[config.mk]
export PLATFORM = sky130hd
export DESIGN_NAME = crc16_packet_deframer
export DESIGN_NICKNAME = d
export VERILOG_FILES = /design/src/rtl/crc16_deframer_pkg.sv /design/src/rtl/crc16_packet_deframer.sv
export SDC_FILE = /design/constraint.sdc
export NUM_CORES = 1
export LEC_CHECK = 0
export ABC_AREA = 1
export BUFFER_PORTS_ARGS = -buffer_cell sky130_fd_sc_hd__buf_2
export CAP_MARGIN = 20
export CORE_UTILIZATION = 35
export CTS_CLUSTER_DIAMETER = 40
export DETAILED_ROUTE_END_ITERATION = 10
export PLACE_DENSITY = 0.58
export SYNTH_ARGS = -nofsm -noshare
export SYNTH_HDL_FRONTEND = slang
export SYNTH_SLANG_ARGS = --single-unit
export TNS_END_PERCENT = 30
[constraint.sdc]
create_clock -name clock -period 8 [get_ports clock]
set_input_delay 0 -clock clock [delete_from_list [all_inputs] [get_ports clock]]
set_output_delay 0 -clock clock [all_outputs]
set_load 0.03 [all_outputs]
[src/rtl/crc16_deframer_pkg.sv]
// Package with the shared constants, status codes and CRC byte update of the frame deframer.
`timescale 1ns / 1ps

package crc16_deframer_pkg;

   // Frame limits.
   localparam logic [7:0] MAX_FRAME_BYTES = 8'd255;
   localparam logic [7:0] MIN_FRAME_BYTES = 8'd5;
   localparam logic [7:0] PAYLOAD_START   = 8'd3;

   // Header positions.
   localparam logic [7:0] POS_ID      = 8'd0;
   localparam logic [7:0] POS_LENGTH  = 8'd1;
   localparam logic [7:0] POS_PAYLOAD = 8'd2;

   // CRC-16/XMODEM constants.
   localparam logic [15:0] CRC_POLY = 16'h1021;
   localparam logic [15:0] CRC_TOP  = 16'h8000;

   // Result item layout.
   localparam int RSP_DATA_WIDTH = 48;

   // Status codes reported on the last byte of a frame.
   typedef enum logic [1:0] {
      STATUS_OK       = 2'd0,
      STATUS_LENGTH   = 2'd1,
      STATUS_CRC      = 2'd2
   } frame_status_type;

   // One byte of CRC update, most significant bit first, eight shift steps.
   function automatic logic [15:0] crc_feed(input logic [15:0] crc, input logic [7:0] data);
      logic [15:0] c;
      c = crc ^ {data, 8'h00};
      for (int k = 0; k < 8; k++) begin
         if ((c & CRC_TOP) != 16'h0000) begin
            c = {c[14:0], 1'b0} ^ CRC_POLY;
         end else begin
            c = {c[14:0], 1'b0};
         end
      end
      return c;
   endfunction

endpackage

[src/rtl/crc16_packet_deframer.sv]
// Top level of the CRC-16 frame deframer: header capture, payload pass-through and frame check.
//
// Input channel (req_): one frame byte per item in req_tdata, req_tlast high on the
// frame's last byte. Result channel (rsp_): one item for every payload byte and one
// for the last byte of each frame (a last byte that is also payload gives a single
// item with both flags). Bytes that are header or CRC only give no item.
// Frame layout: id, declared total length, payload length, payload, then the
// CRC-16/XMODEM over all bytes but the final two, low byte first.
// Each result item is registered in the output register from its accepted byte. Throughput is
// one byte per cycle while the receiver takes items; the CRC update is an eight-step
// shift network that sits between the frame state registers and the output register.
// Reset clears the frame state and empties the output register. When the receiver
// stalls, the output register holds its item and req_tready falls until the item
// is taken; the cycle it is taken, a new byte can enter.
`timescale 1ns / 1ps

module crc16_packet_deframer
   import crc16_deframer_pkg::*;
(
   input  logic                      clock,
   input  logic                      reset,
   // Input channel.
   input  logic                      req_tvalid,
   output logic                      req_tready,
   input  logic [7:0]                req_tdata,   // [7:0] rx_byte
   input  logic                      req_tlast,   // frame_end
   // Result channel.
   output logic                      rsp_tvalid,
   input  logic                      rsp_tready,
   // [7:0] payload_byte, [15:8] payload_index, [17:16] frame_status,
   // [25:18] packet_id, [33:26] payload_count, [41:34] received_length, [47:42] zero
   output logic [RSP_DATA_WIDTH-1:0] rsp_tdata,
   output logic                      rsp_tuser,   // payload_valid
   output logic                      rsp_tlast    // status_valid
);

   // Frame state.
   logic [7:0]  count_ff, count_in;
   logic        over_ff, over_in;
   logic [15:0] crc_ff, crc_in;
   logic [7:0]  tail0_ff, tail0_in;
   logic [7:0]  tail1_ff, tail1_in;
   logic [7:0]  id_ff, id_in;
   logic [7:0]  dlen_ff, dlen_in;
   logic [7:0]  dpay_ff, dpay_in;

   // Output register.
   logic                      rsp_valid_ff, rsp_valid_in;
   logic [RSP_DATA_WIDTH-1:0] rsp_data_ff, rsp_data_in;
   logic                      rsp_user_ff, rsp_user_in;
   logic                      rsp_last_ff, rsp_last_in;

   logic             accept;
   logic             placed;
   logic             pay;
   logic [7:0]       pidx;
   logic [15:0]      rx_crc;
   frame_status_type status;

   assign req_tready = !rsp_valid_ff || rsp_tready;
   assign accept     = req_tvalid && req_tready;

   // Per-byte frame update and result item.
   always_comb begin
      count_in    = count_ff;
      over_in     = over_ff;
      crc_in      = crc_ff;
      tail0_in    = tail0_ff;
      tail1_in    = tail1_ff;
      id_in       = id_ff;
      dlen_in     = dlen_ff;
      dpay_in     = dpay_ff;
      pay         = 1'b0;
      pidx        = 8'd0;
      rx_crc      = {req_tdata, tail1_ff};
      status      = STATUS_OK;
      placed      = !over_ff && (count_ff < MAX_FRAME_BYTES);

      // The CRC trails the input by two bytes so the CRC field stays out of it.
      if ((count_ff >= POS_PAYLOAD) || over_ff) begin
         crc_in = crc_feed(crc_ff, tail0_ff);
      end

      if (placed) begin
         if (count_ff == POS_ID) begin
            id_in = req_tdata;
         end else if (count_ff == POS_LENGTH) begin
            dlen_in = req_tdata;
         end else if (count_ff == POS_PAYLOAD) begin
            dpay_in = req_tdata;
         end
         if ((count_ff >= PAYLOAD_START) && ((count_ff - PAYLOAD_START) < dpay_ff)) begin
            pay  = 1'b1;
            pidx = count_ff - PAYLOAD_START;
         end
         count_in = count_ff + 8'd1;
      end else begin
         over_in = 1'b1;
      end

      // Frame check on the last byte.
      if (over_in || (count_in < MIN_FRAME_BYTES) || (dlen_in != count_in)) begin
         status = STATUS_LENGTH;
      end else if (crc_in != rx_crc) begin
         status = STATUS_CRC;
      end

      rsp_user_in = pay;
      rsp_last_in = req_tlast;
      rsp_data_in = '0;
      if (pay) begin
         rsp_data_in[7:0]  = req_tdata;
         rsp_data_in[15:8] = pidx;
      end
      if (req_tlast) begin
         rsp_data_in[17:16] = status;
         rsp_data_in[25:18] = id_in;
         rsp_data_in[33:26] = dpay_in;
         rsp_data_in[41:34] = count_in;
      end

      // The last byte clears the frame; otherwise the byte enters the tail.
      if (req_tlast) begin
         count_in = 8'd0;
         over_in  = 1'b0;
         crc_in   = 16'h0000;
         tail0_in = 8'd0;
         tail1_in = 8'd0;
         id_in    = 8'd0;
         dlen_in  = 8'd0;
         dpay_in  = 8'd0;
      end else begin
         tail0_in = tail1_ff;
         tail1_in = req_tdata;
      end
   end

   // Output register valid.
   always_comb begin
      rsp_valid_in = rsp_valid_ff;
      if (accept && (pay || req_tlast)) begin
         rsp_valid_in = 1'b1;
      end else if (rsp_tready) begin
         rsp_valid_in = 1'b0;
      end
   end

   // Frame state registers.
   always_ff @(posedge clock) begin
      if (reset) begin
         count_ff <= 8'd0;
         over_ff  <= 1'b0;
         crc_ff   <= 16'h0000;
         tail0_ff <= 8'd0;
         tail1_ff <= 8'd0;
         id_ff    <= 8'd0;
         dlen_ff  <= 8'd0;
         dpay_ff  <= 8'd0;
      end else if (accept) begin
         count_ff <= count_in;
         over_ff  <= over_in;
         crc_ff   <= crc_in;
         tail0_ff <= tail0_in;
         tail1_ff <= tail1_in;
         id_ff    <= id_in;
         dlen_ff  <= dlen_in;
         dpay_ff  <= dpay_in;
      end
   end

   // Result item registers.
   always_ff @(posedge clock) begin
      if (reset) begin
         rsp_valid_ff <= 1'b0;
      end else begin
         rsp_valid_ff <= rsp_valid_in;
      end
   end

   always_ff @(posedge clock) begin
      if (accept && (pay || req_tlast)) begin
         rsp_data_ff <= rsp_data_in;
         rsp_user_ff <= rsp_user_in;
         rsp_last_ff <= rsp_last_in;
      end
   end

   assign rsp_tvalid = rsp_valid_ff;
   assign rsp_tdata  = rsp_data_ff;
   assign rsp_tuser  = rsp_user_ff;
   assign rsp_tlast  = rsp_last_ff;

endmodule

---- Word-level counts from Yosys, hierarchy flattened ----
Cells that the tools add are included.
cells by class
  eq/ne operators ......................... 4
  bitwise logic cells ..................... 10
  reductions and logical operators ........ 15
  add/subtract/negate cells ............... 2
  muxes and demuxes ....................... 41
  order comparisons ....................... 5
operators with widths
  kind                                                                    number
  16-bit 2-to-1 mux                                                       9
  8-bit 2-to-1 mux                                                        16
  13-bit 2-to-1 mux                                                       8
  3-bit NOT                                                               8
  8-bit by 2-bit >= comparator with 1-bit output (second input constant)  2
  16-bit inequality test                                                  1
  16-bit XOR                                                              1
  8-bit by 1-bit adder with 8-bit output (second input constant)          1
  8-bit by 1-bit == test with 1-bit output (second input constant)        1
  8-bit by 2-bit == test with 1-bit output (second input constant)        1
  8-bit logical NOT                                                       1
  8-bit by 3-bit < comparator with 1-bit output (second input constant)   1
  8-bit < comparator                                                      1
  8-bit < comparator (second input constant)                              1
  8-bit inequality test                                                   1
  8-bit by 2-bit subtractor with 8-bit output (second input constant)     1
  1-bit 2-to-1 mux                                                        7
  1-bit logical OR                                                        5
  1-bit logical AND                                                       4
  3-bit AND reduction                                                     1
  1-bit logical NOT                                                       2
  2-bit 2-to-1 mux                                                        1
  2-bit nonzero test                                                      1
  2-bit OR reduction                                                      1
  1-bit NOT                                                               1
word-level totals
  input port bits ......................... 13
  bits in registers ....................... 110
  word-level logic and storage cells ...... 92
  output and inout bits ................... 52

---- Longest topological paths before layout ----
Gate-level depths: netlist of the first run.
  depth in word-level cells ............... 28
  depth in mapped cells ................... 18
  mapped depth without buffers ............ 17

---- Worst setup path before layout of the first run ----
No wires, ideal clock.
  kind .................................... register -> register
  start ................................... register count_ff[0]
  end ..................................... register rsp_data_ff[0] (netlist: rsp_tdata[0]) (enable)
  stages on the path, launching flop included .. 13
  data arrival time ....................... 2.900 ns
  buffers on the path ..................... 0
  slack ................................... 4.702 ns
  path through ............................ dfxtp_1 a21oi_1 nand4_1 nor2_1 xor2_1 inv_1 ha_1 a21oi_1 o21a_1 nand4_1 inv_1 o21ai_0 inv_1
between the ends
  cells in the longest elaborated chain, start to end .. 7
  elaborated cells on any way between the ends .. 10
  those cells by class .................... add/sub (1); order compare (3); mux (2); reduce/logical (4)
ends and longest elaborated chain
  what                                         RTL line                      text
  from (decl)                                  crc16_packet_deframer.sv:38   logic [7:0] count_ff, count_in;
  from (signal assigned)                       crc16_packet_deframer.sv:160  count_ff <= count_in;
  8-bit by 2-bit subtractor with 8-bit output  crc16_packet_deframer.sv:92   if ((count_ff >= PAYLOAD_START) && ((count_ff - PAYLOAD_START) < dpay_ff)) begin
  8-bit < comparator                           crc16_packet_deframer.sv:92
  1-bit logical AND                            crc16_packet_deframer.sv:92
  1-bit 2-to-1 mux                             crc16_packet_deframer.sv:92
  1-bit 2-to-1 mux (*)                         crc16_packet_deframer.sv:84   if (placed) begin
  named net pay                                crc16_packet_deframer.sv:55   logic pay;
  1-bit logical OR (*)                         crc16_packet_deframer.sv:181  if (accept && (pay || req_tlast)) begin
  1-bit logical AND (*)                        crc16_packet_deframer.sv:181
  to (signal assigned)                         crc16_packet_deframer.sv:182  rsp_data_ff <= rsp_data_in;
  to (decl)                                    crc16_packet_deframer.sv:49   logic [RSP_DATA_WIDTH-1:0] rsp_data_ff, rsp_data_in;
Mark *: on every way through the listed nets, which the timed path passes. The rest lies on a longest branch.
A chain may end at the register's enable or synchronous reset.

---- Worst setup path in the final report of the first run ----
  start ................................... register count_ff[0]
  end ..................................... register rsp_data_ff[13] (netlist: rsp_tdata[13]) (enable)
The elaborated chain is that of the path after synthesis.

==> summary.md, run 1 <==
| Metric | Value |
|---|---|
| Clk slew on worst S/H paths | `0.08 ns` |
| Slowest stage cell, crit path | `inv_1` |
| Crit path arrival time | `about 3.6 ns` |
| Largest family of logic cells by synthesized area | `simple AND/OR/NAND/NOR gates` |
| Post-synthesis mux area share | `0` |
| GPL Wtd Cong | `0.852` |
| Xor-xnor portion of the synthesized cell area | `0.0116` |
| First-pass GRT wire length | `25.9 mm` |
| Via density | `roughly 4.7` |
| Initial DRC Count | `348` |
| Post-synth top cells | `nand2_1, inv_1, nor2_1` |
| YS warnings | `0` |
| Kind of critical path | `flop to flop` |
| Post-CTS Resized | `0` |
| Area of the multi-input gates | `between 0.002 and 0.003 mm^2` |
| GR Overflow Total | `0` |
| Average routed wire per standard cell | `around 13 um` |
| First-pass detailed-route iteration total | `5` |
| Status | `finished clean` |
| Clock latency on the worst-skew pair | `about 0.37 ns` |
| Area share of the leading cell type in the synthesized netlist | `0.219` |
| Synth top area cells | `dfxtp_1, edfxtp_1, nand2_1` |
| Die width | `133 um` |
| Post-synthesis compound-gate area fraction | `0.101` |
| Synth Register Bits | `110` |
| Critical Path Fanout Max | `27` |
| Reg power frac | `0.517` |
| Root buffer cell | `clkbuf_16` |
| Leading area contributor after synthesis | `dfxtp_1` |
| Period utilisation layout | `0.443` |
| Die height | `133 um` |
| # port buffers | `a little under 60` |
| Core Region | `0.0167 mm^2` |
| Max Clk Rate | `282 MHz` |
| Crit end category | `flop` |
| Max-cap check violation count | `0` |
| Post-Syn Instances | `roughly 870` |
| Worst slew pin tran | `0.900 ns` |
| Sw Pwr | `0.000320 W` |
| Post-synth cell types | `32` |
| Initial antenna violation count | `0` |
| Core Rows | `47` |
| Tot GR Track Use | `0.186` |
| Async SR Flop Fraction | `0` |
| Sequential share of the synthesized area | `0.438` |
| Antenna diodes | `0` |
| VDD IR max | `0.101 mV` |
| CTS tree | `built` |
| DR vias | `5,388` |
| Die area | `0.0178 mm^2` |
| Adder-cell share of the synthesized area | `0.0228` |
| Hold Vio Cnt, Final | `0` |
| Grt met1 use | `0.251` |
| Pint | `around 0.00084 W` |
| Share of cells above drive strength 1 | `0.107` |
| # clock sinks | `110` |
| Bufs on Longest Clock Path | `2` |
| DRC viols | `0` |
| # IOs | `65` |
| Storage cell area | `0.00264 mm^2` |
| Largest net degree at the start of global routing | `between 60 and 70` |
| EDFF count, synth | `44` |
| Critical-path cell list | `a21oi_1 -> nand4_1 -> nor2_1 -> xor2_1 -> inv_1 -> ha_1 -> a21oi_1 -> o21a_1 -> nand4_1 -> inv_1 -> o21ai_0 -> inv_1 -> buf_4` |
| Final setup violation count | `0` |
| Mean Syn Cell Area | `slightly below 7 um^2` |
| P_leak | `2.95 nW` |
| Most frequent cell after synthesis | `nand2_1` |
| Cts bufs inserted | `9` |
| Mapped cell area | `0.00603 mm^2` |
| Clk pwr share | `0.370` |
| Finished Cell Area | `0.00686 mm^2` |
| Fin crit period | `3.54 ns` |
| Worst Skew | `0.0122 ns` |
| Setup WS pre-CTS | `4.45 ns` |
| Area Overhead vs Synth | `13.8%` |
| Post-placement cell area | `about 0.0065 mm^2` |
| Switch share | `0.275` |
| Synth Flop Type | `dfxtp_1` |
| RSZ-0062 raised after global routing | `false` |
| Critical path data required time | `8.04 ns` |
| Final net count | `951` |
| Fillers | `1,817` |
| Busiest metal layer after global routing | `met2` |
| Antenna Nets Post-Route | `0` |
| Slew Viols, Final | `0` |
| CP most frequent cell | `inv_1` |
| DP HPWL | `10.8 mm` |
| Vias in the first global route | `approximately 5,100` |
| TNS Setup | `0 ns` |
| Grt met3 use | `0.0422` |
| H-tree depth reported by CTS | `3` |
| Rel. slew slack | `0.396` |
| CP max stage delay | `0.53 ns` |
| Hold Slack | `0.297 ns` |
| HP Class | `input port to flop` |
| Post-layout util | `0.411` |
| Synth Area in Simple Gates | `0.324` |
| Drt total wl | `15.5 mm` |
| Starting Density | `0.361` |
| Comb power frac | `0.112` |
| Final worst slack | `4.46 ns` |
| Startpoint types | `flop` |
| PwrDens | `170 mW/mm^2` |
| M2 GR Usage | `0.302` |
==> sequential cells by signal, indices dropped and copies added, names as in the netlist <==
register	count
over_ff	1
crc_ff	16
tail0_ff	8
dpay_ff	8
rsp_tvalid	1
count_ff	8
tail1_ff	8
rsp_tdata	42
dlen_ff	8
rsp_tuser	1
id_ff	8
rsp_tlast	1
==> final cells by class <==
type,count,area share
clock buffers,10,0.0334
clock inverters,5,0.00657
inverters,118,0.0646
multi-input cells,615,0.408
flip-flops and latches,110,0.385
well taps,220,0.0401
repair buffers,73,0.0624
==> worst paths after layout <==
| kind | startpoint | to | slack, ns | cells after the start |
|---|---|---|---|---|
| worst max-delay path | count_ff[0] | rsp_tdata[13] | 4.46 | 13 |
| worst min-delay path | reset | id_ff[2] | 0.30 | 3 |
| worst max register to register | count_ff[0] | rsp_tdata[13] | 4.46 | 13 |
| worst min register to register | dlen_ff[0] | dlen_ff[0] | 0.47 | 2 |
==> power by group through the flow <==
| stage | Combinational [W] | Clock (W) | Sequential [W] |
|---|---|---|---|
| final | 0.000131 | 0.000431 | 0.000602 |
| after global routing | 0.000146 | 0.000464 | 0.000604 |
| after CTS | 0.000131 | 0.000445 | 0.000602 |
| after detailed placement | 0.000127 | 0 | 0.000615 |
| after global placement | 0.000127 | 0 | 0.000616 |
| after floorplan | 0.0000744 | 0 | 0.000632 |
==> worst max-delay path, delay by kind of cell (launching register included) <==
family	cells	cell delay [ns]
buffers and inverters	4	1.14
AOI/OAI and AO/OA	4	0.66
and+or+nand+nor	3	0.50
DFF	1	0.40
adders and majority gates	1	0.28
xor gates and xnor gates	1	0.22
==> cell families after synthesis <==
logic type,count (synthesis)
and+or+nand+nor,475
buffers and inverters,154
AOI/OAI and AO/OA,115
DFF,110
adders and majority gates,11
xor gates and xnor gates,8
other,1
==> metal layers <==
metal  wire length (um)  vias to the layer above
met4                163                        0
met3                819                       13
met5                  0                        -
met1               7500                     2391
met2               7010                      127
li1                   -                     2857
==> repair_timing <==
| item | CTS | global route |
|---|---|---|
| setup buffers | 0 | 0 |
| endpoints found under the hold margin | 10 | 0 |
| endpoints found under the setup margin | 0 | 0 |
| hold buffers | 10 | 0 |
==> through the flow <==
stage | cells | power (W)
detailed placement | 1126 | 0.000743
finish | 1151 | 0.00116
global route | 1151 | 0.00121
global placement | 1126 | 0.000742
CTS | 1151 | 0.00118
floorplan | 879 | 0.000707
==> cells in the final DEF (no fill, tap or decap), types with 2 or more instances in the layout <==
cell	count
dfxtp_1	66
dlygate4sd3_1	10
nand4_1	5
clkinv_4	2
or2_2	11
xnor2_1	2
buf_2	58
edfxtp_1	44
xor2_1	6
o22ai_1	11
a21oi_1	64
nand3_1	59
conb_1	6
ha_1	11
buf_4	5
nand2_2	4
nand2_1	320
o21ai_0	31
nor2_2	3
nor2_1	66
nor3_1	2
o21ai_1	2
clkbuf_16	9
o211ai_1	4
inv_1	117
Note: power is estimated with default switching activity, not from simulation.
==> run 2, diff against run 1 <==
clock period = 3.45 ns   (was 8 ns; I/O delays follow)
==> run 2 against run 1 <==
The flow now finishes with violations (hold timing). Critical endpoint is now rsp_tdata[32]. Sequential power increased by 130%. Cell count increased by 0.35%. Total power increased by 130%. First-iteration DRC count increased by 22%. Core utilization increased by 0.10 points. Sequential share of layout area decreased by 0.098 points. Sequential cell count unchanged. Critical path depth unchanged. Worst setup slack got worse by 3.9 ns. Combinational power increased by 130%.
==> summary.md, run 2 (same netlist as run 1, synthesis figures left out) <==
| Metric | Value |
|---|---|
| Clock latency on the worst-skew pair | `roughly 0.36 ns` |
| DP HPWL | `10.9 mm` |
| Clk slew on worst S/H paths | `0.07 ns` |
| Post-layout util | `0.412` |
| Initial DRC Count | `424` |
| Share of cells above drive strength 1 | `0.112` |
| Crit path arrival time | `2.93 ns` |
| Tot Pwr | `around 0.0027 W` |
| CP max stage delay | `0.40 ns` |
| Core Region | `roughly 0.017 mm^2` |
| Vias in the first global route | `approximately 5,000` |
| Area Overhead vs Synth | `14.1%` |
| P_leak | `2.97 nW` |
| GPL Wtd Cong | `0.855` |
| Crit end category | `flop` |
| RSZ-0062 raised after global routing | `false` |
| Die width | `133 um` |
| Root buffer cell | `clkbuf_16` |
| Most frequent cells in the layout | `nand2_1, inv_1, nor2_1, dfxtp_1, a21oi_1` |
| Final worst slack | `0.545 ns` |
| Via density | `4.72` |
| Rel. slew slack | `0.448` |
| Antenna Nets Post-Route | `0` |
| Setup WS pre-CTS | `0.576 ns` |
| GR Overflow Total | `0` |
| CTS tree | `built` |
| Initial antenna violation count | `0` |
| HP Start | `req_tdata[4]` |
| Hold Vio Cnt, Final | `1` |
| Final setup violation count | `0` |
| Kind of critical path | `flop to flop` |
| DR vias | `5,452` |
| DRC viols | `0` |
| Starting Density | `0.361` |
| Fin crit period | `2.90 ns` |
| Hold Slack | `-0.00628 ns` |
| Max reg flops | `42` |
| Startpoint types | `flop` |
| Drt total wl | `approximately 15 mm` |
| Slew Viols, Final | `0` |
| Hold EP | `tail1_ff[4]` |
| Worst reg2reg path endpoint | `rsp_tdata[32]` |
| Fillers | `roughly 1,800` |
| Cts bufs inserted | `9` |
| TNS Setup | `0 ns` |
| Average routed wire per standard cell | `roughly 13 um` |
| Slowest stage cell, crit path | `dfxtp_1` |
| Critical-path cell list | `a21oi_1 -> nand4_1 -> nor2_1 -> xor2_1 -> inv_1 -> ha_1 -> a21oi_1 -> o21a_1 -> nand4_1 -> inv_1 -> o21ai_0 -> inv_1 -> buf_4` |
| First-pass detailed-route iteration total | `5` |
| Antenna diodes | `0` |
| Bufs on Longest Clock Path | `2` |
| Tot GR Track Use | `0.181` |
| Max Clk Rate | `approximately 340 MHz` |
| # port buffers | `58` |
| Finished Cell Area | `0.00688 mm^2` |
| First-pass GRT wire length | `25.1 mm` |
| HP Class | `input port to flop` |
| Core Rows | `47` |
| Worst Skew | `~0.010 ns` |
| PwrDens | `391 mW/mm^2` |
| Final net count | `954` |
| # clock sinks | `110` |
| # IOs | `65` |
| Die area | `0.0178 mm^2` |
| Failing checks | `hold timing` |
| Area of the multi-input gates | `0.00280 mm^2` |
| Post-placement cell area | `0.00652 mm^2` |
| Status | `finished with violations` |
| CP most frequent cell | `inv_1` |
| Critical Path Fanout Max | `25` |
| Storage cell area | `0.00264 mm^2` |
| Setup slack, reg-to-reg | `~0.55 ns` |
| Critical R2R Launch | `count_ff[0]` |
| Die height | `133 um` |
| VDD IR max | `0.233 mV` |
| Largest net degree at the start of global routing | `between 50 and 60` |
| Max-cap check violation count | `0` |
| Critical path data required time | `roughly 3.5 ns` |
| Worst slew pin tran | `about 0.83 ns` |
| Period utilisation layout | `0.842` |
| Reg2reg path depth | `13` |
| Post-CTS Setup Inserts | `0` |
| H-tree depth reported by CTS | `3` |
| Most common cell after layout, fill and taps aside | `nand2_1` |
| Min-Delay Path Depth | `3` |
==> run 2: changes by cell type in the layout (fill, tap and decap cells not counted) <==
cell           delta
inv_8             -1
clkinv_4          -2
clkbuf_1          +1
clkinvlp_4        +1
dlygate4sd3_1     -2
buf_4             +5
inv_6             +2
==> run 2: power by group <==
| group | switching, W | leakage (nW) | internal, W |
|---|---|---|---|
| sequential | 0.0000149 | 0.961 | 0.00138 |
| combinational | 0.000222 | 1.88 | 0.0000805 |
| clock | 0.000487 | 0.127 | 0.000499 |
==> run 2: repair_timing <==
item | 4_1_cts | 5_1_grt
hold buffers | 8 | 0
resized for setup | 0 | 0
endpoints found under the hold margin | 8 | 0
setup endpoints to repair | 0 | 0
==> run 2: final cells by class <==
cell class | count | area share
multi-input cells | 615 | 0.407
flip-flops and latches | 110 | 0.384
repair buffers | 76 | 0.0648
inverters | 118 | 0.0644
well taps | 220 | 0.0400
clock buffers | 11 | 0.0338
clock inverters | 5 | 0.00601
==> run 2: worst max-delay path, delay by kind of cell (launching register included) <==
family          cells  cell delay [ns]
buf+inv             4             0.59
compound gates      4             0.63
flops               1             0.40
xor+xnor            1             0.20
simple gates        3             0.47
fa+ha+maj           1             0.29
==> run 2: metrics by stage <==
| stage | cells | hold slack (ns) |
|---|---|---|
| final | 1155 | -0.00628 |
| after global routing | 1155 | 0.00834 |
| after CTS | 1155 | 0.000816 |
| after detailed placement | 1131 | 0.301 |
| after global placement | 1131 | 0.299 |
| after floorplan | 879 | 0.0989 |
==> run 2: per-layer routing <==
| layer | routed length, um | track usage |
|---|---|---|
| met5 | 0 | 0 |
| met4 | 193 | 0.0473 |
| met3 | 707 | 0.0339 |
| met2 | 6850 | 0.283 |
| met1 | 7540 | 0.255 |
==> run 2: how the worst max path moves through the flow <==
stage | startpoint | to | slack (ns)
after global routing | count_ff[0] | rsp_tdata[13] | 0.23
after detailed placement | count_ff[0] | rsp_tdata[37] | 0.58
after floorplan | count_ff[0] | rsp_tdata[0] | 0.15
after CTS | count_ff[0] | rsp_tlast | 0.56
after global placement | count_ff[0] | rsp_tdata[37] | 0.68
final | count_ff[0] | rsp_tdata[32] | 0.55
==> run 3, diff against run 2 <==
PLACE_DENSITY = 0.6   (was 0.58)
clock period = 2.4 ns   (was 3.45 ns; I/O delays follow)
==> run 3 against run 2 <==
Critical endpoint unchanged. The run ends with setup timing left. Largest power group unchanged. Global-route usage rose by 0.84 points. Register-to-register slack got worse by 0.75 ns. Highest routed layer unchanged. Total power rose by 51%. Clock skew increased by 0.0041 ns. Non-clock buffer count grew 85. Core utilization is 4.7 points higher. Cell count rose by 7.4%. Design area is 11% higher. Worst setup slack got worse by 0.75 ns. Sequential cell count is the same.
==> summary.md, run 3 (same netlist as run 1, synthesis figures left out) <==
| Metric | Value |
|---|---|
| VDD IR max | `0.350 mV` |
| Max Clk Rate | `just under 400 MHz` |
| H-tree depth reported by CTS | `3` |
| Switch share | `0.285` |
| CP max stage delay | `0.37 ns` |
| Cts bufs inserted | `9` |
| Crit end category | `flop` |
| Max-cap check violation count | `0` |
| Pint | `0.00290 W` |
| Period utilisation layout | `1.08` |
| Share of cells above drive strength 1 | `0.194` |
| Fin crit period | `around 2.6 ns` |
| # clock sinks | `110` |
| # IOs | `65` |
| Worst Skew | `around 0.015 ns` |
| Largest net degree at the start of global routing | `between 40 and 50` |
| PwrDens | `531 mW/mm^2` |
| Worst reg2reg path endpoint | `rsp_tdata[32]` |
| Kind of critical path | `flop to flop` |
| Failing checks | `setup timing` |
| Area of the multi-input gates | `0.00282 mm^2` |
| Starting Density | `0.361` |
| Comb power frac | `0.125` |
| Critical path data required time | `approximately 2.5 ns` |
| RSZ-0062 raised after global routing | `true` |
| Drt total wl | `16.2 mm` |
| Antenna diodes | `0` |
| First-pass GRT wire length | `around 26 mm` |
| First-pass detailed-route iteration total | `5` |
| Die width | `133 um` |
| Final setup violation count | `46` |
| Vias in the first global route | `around 5,000` |
| Die height | `133 um` |
| Slew Viols, Final | `0` |
| Crit-path leading delay family | `buffers and inverters` |
| Status | `finished with violations` |
| Reg power frac | `0.494` |
| Critical R2R Launch | `count_ff[0]` |
| Non-filler instance count after layout | `1,240` |
| DRC viols | `0` |
| Root buffer cell | `clkbuf_16` |
| Hold Slack | `0.155 ns` |
| P_leak | `3.43 nW` |
| Core Region | `0.0167 mm^2` |
| Most frequent cells in the layout | `nand2_1, inv_1, buf_4` |
| Tot GR Track Use | `0.189` |
| Rel. slew slack | `0.454` |
| GR Overflow Total | `0` |
| Setup slack, reg-to-reg | `-0.20 ns` |
| DP HPWL | `11.9 mm` |
| Bufs on Longest Clock Path | `2` |
| Max reg flops | `42` |
| Critical Path Fanout Max | `22` |
| Hold EP | `id_ff[6]` |
| # port buffers | `58` |
| GPL Wtd Cong | `approximately 0.85` |
| Fillers | `1,718` |
| Sw Pwr | `~0.0012 W` |
| DP Cell Count | `1,213` |
| Core Rows | `47` |
| CTS tree | `built` |
| Most common cell after layout, fill and taps aside | `nand2_1` |
| DR vias | `5,781` |
| CP bufs+invs | `5` |
| Average routed wire per standard cell | `13.1 um` |
| Clk slew on worst S/H paths | `0.08 ns` |
| Startpoint types | `flop` |
| Slowest stage cell, crit path | `dfxtp_4` |
| Reg2reg path depth | `13` |
| Crit path arrival time | `around 2.7 ns` |
| Clock latency on the worst-skew pair | `around 0.37 ns` |
| Initial antenna violation count | `0` |
| HP Start | `reset` |
| HP Class | `input port to flop` |
| Post-placement cell area | `just over 0.007 mm^2` |
| Finished Cell Area | `0.00765 mm^2` |
| Hold Vio Cnt, Final | `0` |
| Storage cell area | `approximately 0.0026 mm^2` |
| Die area | `0.0178 mm^2` |
| Clk pwr share | `0.381` |
| Min-Delay Path Depth | `2` |
| Initial DRC Count | `around 480` |
| Via density | `4.66` |
| Final worst slack | `-0.201 ns` |
| Worst slew pin tran | `0.817 ns` |
| Area Overhead vs Synth | `27.0%` |
| Critical-path cell list | `buf_4 -> ha_1 -> inv_1 -> nand3_1 -> xor2_1 -> ha_1 -> nand2_1 -> o21a_1 -> nand4_1 -> inv_1 -> o21ai_2 -> clkinvlp_4 -> clkbuf_16` |
| Final net count | `1,039` |
| Antenna Nets Post-Route | `0` |
-- run 3: timing repair --
item,4_1_cts,5_1_grt
resized for setup,3,9
buffers inserted,0,0
hold buffers,10,0
cloned,0,1
endpoints found under the setup margin,47,87
hold endpoints to repair,10,0
pin swaps,0,2
-- run 3: metal layers --
layer / global-route usage / vias to the layer above / part of all wire
li1: - / 3030 / -
met4: 0.0726 / 0 / 0.019
met2: 0.294 / 142 / 0.44
met5: 0 / - / 0
met3: 0.0259 / 21 / 0.049
met1: 0.266 / 2588 / 0.49
-- run 3: worst max path at each step --
stage,start,endpoint,depth (start not counted)
2_1_floorplan,count_ff[0],rsp_tdata[0],12
3_3_place_gp,count_ff[0],rsp_tdata[37],13
3_5_place_dp,count_ff[1],rsp_tdata[37],13
4_1_cts,count_ff[0],rsp_tdata[41],13
5_1_grt,count_ff[1],rsp_tdata[32],14
6_report,count_ff[0],rsp_tdata[32],13
-- run 3: worst register-to-register path: stages (launching register included) --
cell        delay, ns
dfxtp_4          0.37
buf_4            0.14
ha_1             0.23
inv_1            0.08
nand3_1          0.09
xor2_1           0.17
ha_1             0.28
nand2_1          0.06
o21a_1           0.18
nand4_1          0.09
inv_1            0.08
o21ai_2          0.18
clkinvlp_4       0.18
clkbuf_16        0.22
-- run 3: layout make-up --
class	count	share of cell area
multi-input cells	615	0.368
flip-flops and latches	110	0.346
repair buffers	161	0.151
inverters	118	0.0584
well taps	220	0.0360
clock buffers	9	0.0294
clock inverters	7	0.0111
-- run 3: stage by stage --
step | setup TNS, ns | total power, W | setup slack [ns] | util
6_report | -8.26 | 0.00406 | -0.201 | 0.458
5_1_grt | -18.04 | 0.00422 | -0.404 | 0.458
4_1_cts | -9.07 | 0.00409 | -0.210 | 0.456
3_5_place_dp | -9.00 | 0.00254 | -0.204 | 0.431
3_3_place_gp | -7.13 | 0.00254 | -0.163 | 0.431
2_1_floorplan | -24.45 | 0.00236 | -0.556 | -
-- run 3: power groups by stage --
| stage | Combinational (W) | Sequential [W] | Clock [W] |
|---|---|---|---|
| 3_3_place_gp | 0.000488 | 0.00205 | 0 |
| 4_1_cts | 0.000504 | 0.00201 | 0.00158 |
| 2_1_floorplan | 0.000250 | 0.00211 | 0 |
| 3_5_place_dp | 0.000490 | 0.00205 | 0 |
| 6_report | 0.000509 | 0.00201 | 0.00155 |
| 5_1_grt | 0.000563 | 0.00201 | 0.00165 |
